[src/rtl/ratab_pkg.sv]
// ----------------------------------------------------------------------------
// ratab_pkg
// Shared types, constants and control structs for the identifier activity
// table.
// ----------------------------------------------------------------------------
package ratab_pkg;

    localparam int ID_BITS_DEF     = 16;
    localparam int TIME_BITS_DEF   = 32;
    localparam int SAMPLE_BITS_DEF = 48;
    localparam logic [31:0] TTL_RESET = 32'd1000000;

    typedef enum logic [1:0] {
        KIND_OBSERVE = 2'd0,
        KIND_EXPIRE  = 2'd1,
        KIND_QUERY   = 2'd2
    } kind_t;

    typedef enum logic [2:0] {
        ST_CLEAR,
        ST_IDLE,
        ST_SWEEP,
        ST_TAIL,
        ST_LOOKUP,
        ST_FINISH
    } state_t;

    typedef struct packed {
        logic [1:0]  kind;
        logic [15:0] rnti_value;
        logic [31:0] event_time;
        logic [47:0] event_sample;
        logic [31:0] cutoff_time;
    } in_item_t;

    typedef struct packed {
        logic        found;
        logic        is_new;
        logic [15:0] rnti_out;
        logic [31:0] first_time;
        logic [31:0] last_time;
        logic [47:0] first_sample_out;
        logic [47:0] last_sample_out;
        logic [31:0] seen_total;
        logic [15:0] revival_total;
        logic [16:0] active_entries;
    } out_item_t;

    typedef struct packed {
        logic take;
        logic clr_wr;
        logic sweep_rd;
        logic lookup;
        logic commit;
    } cmd_t;

    typedef struct packed {
        logic cnt_last;
        logic out_free;
    } status_t;

endpackage

[src/rtl/ratab_ctrl.sv]
// ----------------------------------------------------------------------------
// ratab_ctrl
// Sequencer for clearing pass, lookups, updates and expire sweeps.
// ----------------------------------------------------------------------------
module ratab_ctrl
    import ratab_pkg::*;
(
    input  logic       clk,
    input  logic       rst_n,
    input  logic       in_valid,
    input  logic [1:0] in_kind,
    output logic       in_ready,
    input  status_t    status,
    output cmd_t       cmd
);

    state_t state_reg;
    state_t state_next;

    always_ff @(posedge clk or negedge rst_n)
    begin
        if (!rst_n)
        begin
            state_reg <= ST_CLEAR;
        end
        else
        begin
            state_reg <= state_next;
        end
    end

    always_comb
    begin
        state_next = state_reg;
        unique case (state_reg)
            ST_CLEAR:
            begin
                if (status.cnt_last)
                begin
                    state_next = ST_IDLE;
                end
            end
            ST_IDLE:
            begin
                if (in_valid)
                begin
                    state_next = (in_kind == KIND_EXPIRE) ? ST_SWEEP : ST_LOOKUP;
                end
            end
            ST_SWEEP:
            begin
                if (status.cnt_last)
                begin
                    state_next = ST_TAIL;
                end
            end
            ST_TAIL:   state_next = ST_LOOKUP;
            ST_LOOKUP: state_next = ST_FINISH;
            ST_FINISH:
            begin
                if (status.out_free)
                begin
                    state_next = ST_IDLE;
                end
            end
            default:   state_next = ST_IDLE;
        endcase
    end

    always_comb
    begin
        cmd      = '0;
        in_ready = 1'b0;
        unique case (state_reg)
            ST_CLEAR:  cmd.clr_wr = 1'b1;
            ST_IDLE:
            begin
                in_ready = 1'b1;
                cmd.take = in_valid;
            end
            ST_SWEEP:  cmd.sweep_rd = 1'b1;
            ST_TAIL:   cmd = '0;
            ST_LOOKUP: cmd.lookup = 1'b1;
            ST_FINISH: cmd.commit = status.out_free;
            default:   cmd = '0;
        endcase
    end

endmodule

[config.mk]
export PLATFORM = sky130hd
export DESIGN_NAME = ratab_ctrl
export DESIGN_NICKNAME = d
export VERILOG_FILES = /design/src/rtl/ratab_pkg.sv /design/src/rtl/ratab_ctrl.sv
export SDC_FILE = /design/constraint.sdc
export NUM_CORES = 1
export LEC_CHECK = 0
export BUFFER_PORTS_ARGS = -buffer_cell sky130_fd_sc_hd__buf_2
export CORE_AREA = 2 2 39 41
export CTS_CLUSTER_DIAMETER = 200
export DETAILED_ROUTE_END_ITERATION = 16
export DIE_AREA = 0 0 41 43
export GPL_TIMING_DRIVEN = 1
export PLACE_DENSITY = 0.45
export SYNTH_ARGS = -nofsm -noshare
export SYNTH_HDL_FRONTEND = slang
export SYNTH_SLANG_ARGS = --single-unit
[constraint.sdc]
create_clock -name clk -period 1.2 [get_ports clk]
set_clock_uncertainty 0.05 [all_clocks]
set_input_delay 0.12 -clock clk [delete_from_list [all_inputs] [get_ports clk]]
set_output_delay 0.12 -clock clk [all_outputs]
set_load 0.1 [all_outputs]
==> results.txt <==
In this run, distinct cell masters in the synthesized netlist total 12. The first global-routing pass estimated 1050 µm of wire. The tools report the number of antenna violations at the first check in global routing as 0. In this design, the largest share of critical-path delay is due to flip-flops. The beginning of the worst register-to-register path was state_reg[1]. The cell at the root of the clock tree was sky130_fd_sc_hd__clkbuf_4. Synthesis inferred 3 register bits. In this run the cell area of the synthesized design comes to 176 µm². The run gives 0.12 ns as the slack of the worst reg-to-reg path. TritonCTS built the clock tree. The minimum period implied by the final worst setup slack is 1.39 ns.

Number of buffers created by CTS: 3. The total of warnings raised by yosys was 0; the depth of the worst register-to-register path was 4. The clock-pin slew reported for the worst setup and hold paths after clock tree synthesis was 0.04 ns; the number of routed nets with antenna violations was 0. The worst-case headroom to the max-slew limit was 0.847; the largest stage delay on the critical path was 0.45 ns. Along the worst path, the maximum fanout reaches 5.

The flow ran to the end, but the final reports show violations. For the final routed database, the setup TNS stands at -0.942 ns. Prior to clock tree synthesis, the placed netlist has a worst setup slack of 0.0217 ns. The routed layout has 242 vias. Startpoint of the tightest hold check path: in_valid. The worst path buffer plus inverter count works out to 2. Setup repair after global routing could not meet its margin everywhere. The floorplan step defined a die boundary enclosing 0.00176 mm².

In this run, placement finished with an instance count of 50. The cell count after synthesis came out at 21. The critical path in this run is classified as reg2out. The number of antenna diodes in the final layout is 0. The final count of hold timing violations was 0; the first-pass iteration count of the detailed router was 2.

The via count of the first global-routing pass is 259, and the count of input and output buffers is 12. The number of top-level design ports is 13. The run gives 0.24 ns as the latest clock arrival within the worst-skew pair. Endpoint of the worst register-to-register path: state_reg[1]. At the pin with the least slew margin, the transition time is 0.230 ns. The path class of the tightest hold or removal check is in2reg. Total of endpoints with negative setup slack in the final report: 6. The number of violations reported at the end of detailed-routing iteration 0 is 1, and the worst path required time is 1.03 ns. For the final worst setup slack, the log shows -0.187 ns. After detailed routing, the number of vias per cell comes to 3.97. Counting instances, the worst hold path has a depth of 2.

A synthesized cell averages 8.40 µm². Last weighted congestion value of the routability-driven placer: 0.662. No sink is reached through more buffers than the 2 on the longest clock path. The final reports fail on negative setup slack. For this run, the top clock speed supported by timing is 721 MHz. The end point of the worst hold path is state_reg[0]. After detailed routing, the average wire length per cell comes to 9.10 µm. The ratio of cells with drive above 1 in the final layout was 0.733; the synthesis-to-layout area growth was 189%. In this run the horizontal extent of the chip is 41 µm. The layout has 137 filler cells.

The starting density of the core came out at 0.127. The tools report the synthesized netlist net count as 28. The tools report the net count of the finished layout as 53. The tools report the DRC violation count after routing as 0. Post-route clock period utilization: 1.16.

CTS saw 3 sinks. STA classifies the critical path endpoint as an output port. The logs give 1 for the maximum level of the CTS H-tree and 1.22 ns for the arrival time at the worst endpoint. The overflow left after global routing is 0.

The standard cell with the maximum stage delay on the critical path is sky130_fd_sc_hd__dfrtp_2. The row count was 14; the combined global-route utilization of all metal layers was 0.0937. The tools report the startpoint kind of the worst setup timing path as a register. The final-report max-slew violation count is 0, and the largest net degree at the start of global routing is 7. Across the run, the number of max-cap violations was 0. For this run, the number of standard cells in the final layout without fillers is 61.

The die is 43 µm tall. In the layout the commonest cells are sky130_fd_sc_hd__buf_12 (7), sky130_fd_sc_hd__buf_2 (6), sky130_fd_sc_hd__buf_4 (4), sky130_fd_sc_hd__clkbuf_4 (3), sky130_fd_sc_hd__dfrtp_2 (3). The sequential area share after synthesis was 0.426. After floorplanning, the core was sized to cover 0.00138 mm².

The most common cell after layout, fill and taps aside was sky130_fd_sc_hd__buf_12. Routed wire length: 555 µm. Walking the worst path, the cells encountered are buf_6 > nor3_4 > buf_12. The register with the most flip-flops in the layout has 3 of them.
[how the worst max path moves through the flow]
stage,depth (start not counted),start,end,slack [ns]
2_1_floorplan,2,state_reg[0],state_reg[1],-0.48
3_3_place_gp,4,state_reg[2],cmd[4],0.03
3_5_place_dp,3,state_reg[1],cmd[1],0.02
4_1_cts,3,state_reg[2],cmd[3],-0.20
5_1_grt,3,state_reg[2],cmd[3],-0.23
6_report,3,state_reg[2],in_ready,-0.19
[synthesized netlist by cell type]
master                     count  area, µm²
sky130_fd_sc_hd__dfrtp_1       3       75.1
sky130_fd_sc_hd__nand2b_1      3       18.8
sky130_fd_sc_hd__nor2_1        3       11.3
sky130_fd_sc_hd__a21oi_1       2       10.0
sky130_fd_sc_hd__nor3_1        2       10.0
sky130_fd_sc_hd__o31ai_1       2       15.0
sky130_fd_sc_hd__inv_1         1       3.75
sky130_fd_sc_hd__inv_2         1       3.75
sky130_fd_sc_hd__nand2_1       1       3.75
sky130_fd_sc_hd__nand3_1       1       5.00
sky130_fd_sc_hd__nor3b_2       1       12.5
sky130_fd_sc_hd__o21bai_1      1       7.51
[layer usage]
metal  up-vias  wire, µm  global-route usage
met5         -         0                   0
li1        120         -                   -
met1       110       196               0.101
met4         0        10              0.0800
met3         2        21              0.0314
met2        10       327               0.138
[repair_timing]
| action | 4_1_cts | 5_1_grt |
|---|---|---|
| gates resized for setup | 5 | 1 |
| hold endpoints to repair | 3 | 0 |
| pin swaps | 4 | 4 |
| buffers inserted | 6 | 0 |
| hold buffers | 1 | 0 |
| endpoints found under the setup margin | 6 | 6 |
[layout make-up]
class / count / area (µm²) / area share
timing repair buffer: 20 / 233 / 0.456
multi-input combinational: 16 / 145 / 0.284
sequential: 3 / 78.8 / 0.154
clock buffer: 4 / 26.3 / 0.0515
tap: 16 / 20.0 / 0.0392
inverter: 2 / 7.51 / 0.0147
[stage by stage]
stage / hold slack (ns) / util / cell area [µm²]
floorplan: -0.226 / - / 219
global placement: -0.130 / 0.296 / 409
detailed placement: -0.132 / 0.296 / 409
CTS: 0.0446 / 0.366 / 507
global route: 0.0590 / 0.369 / 510
finish: 0.0439 / 0.369 / 510
[logic make-up (layout without fill, tap and decap cells)]
family,after synthesis,in the layout,synth area share
simple gates,11,11,0.347
compound gates,5,5,0.184
flops,3,3,0.426
buf+inv,2,26,0.0425
Power is left out: the tool's default activity adds up to more than one toggle a clock period on the data nets, which glitch-free logic cannot reach.
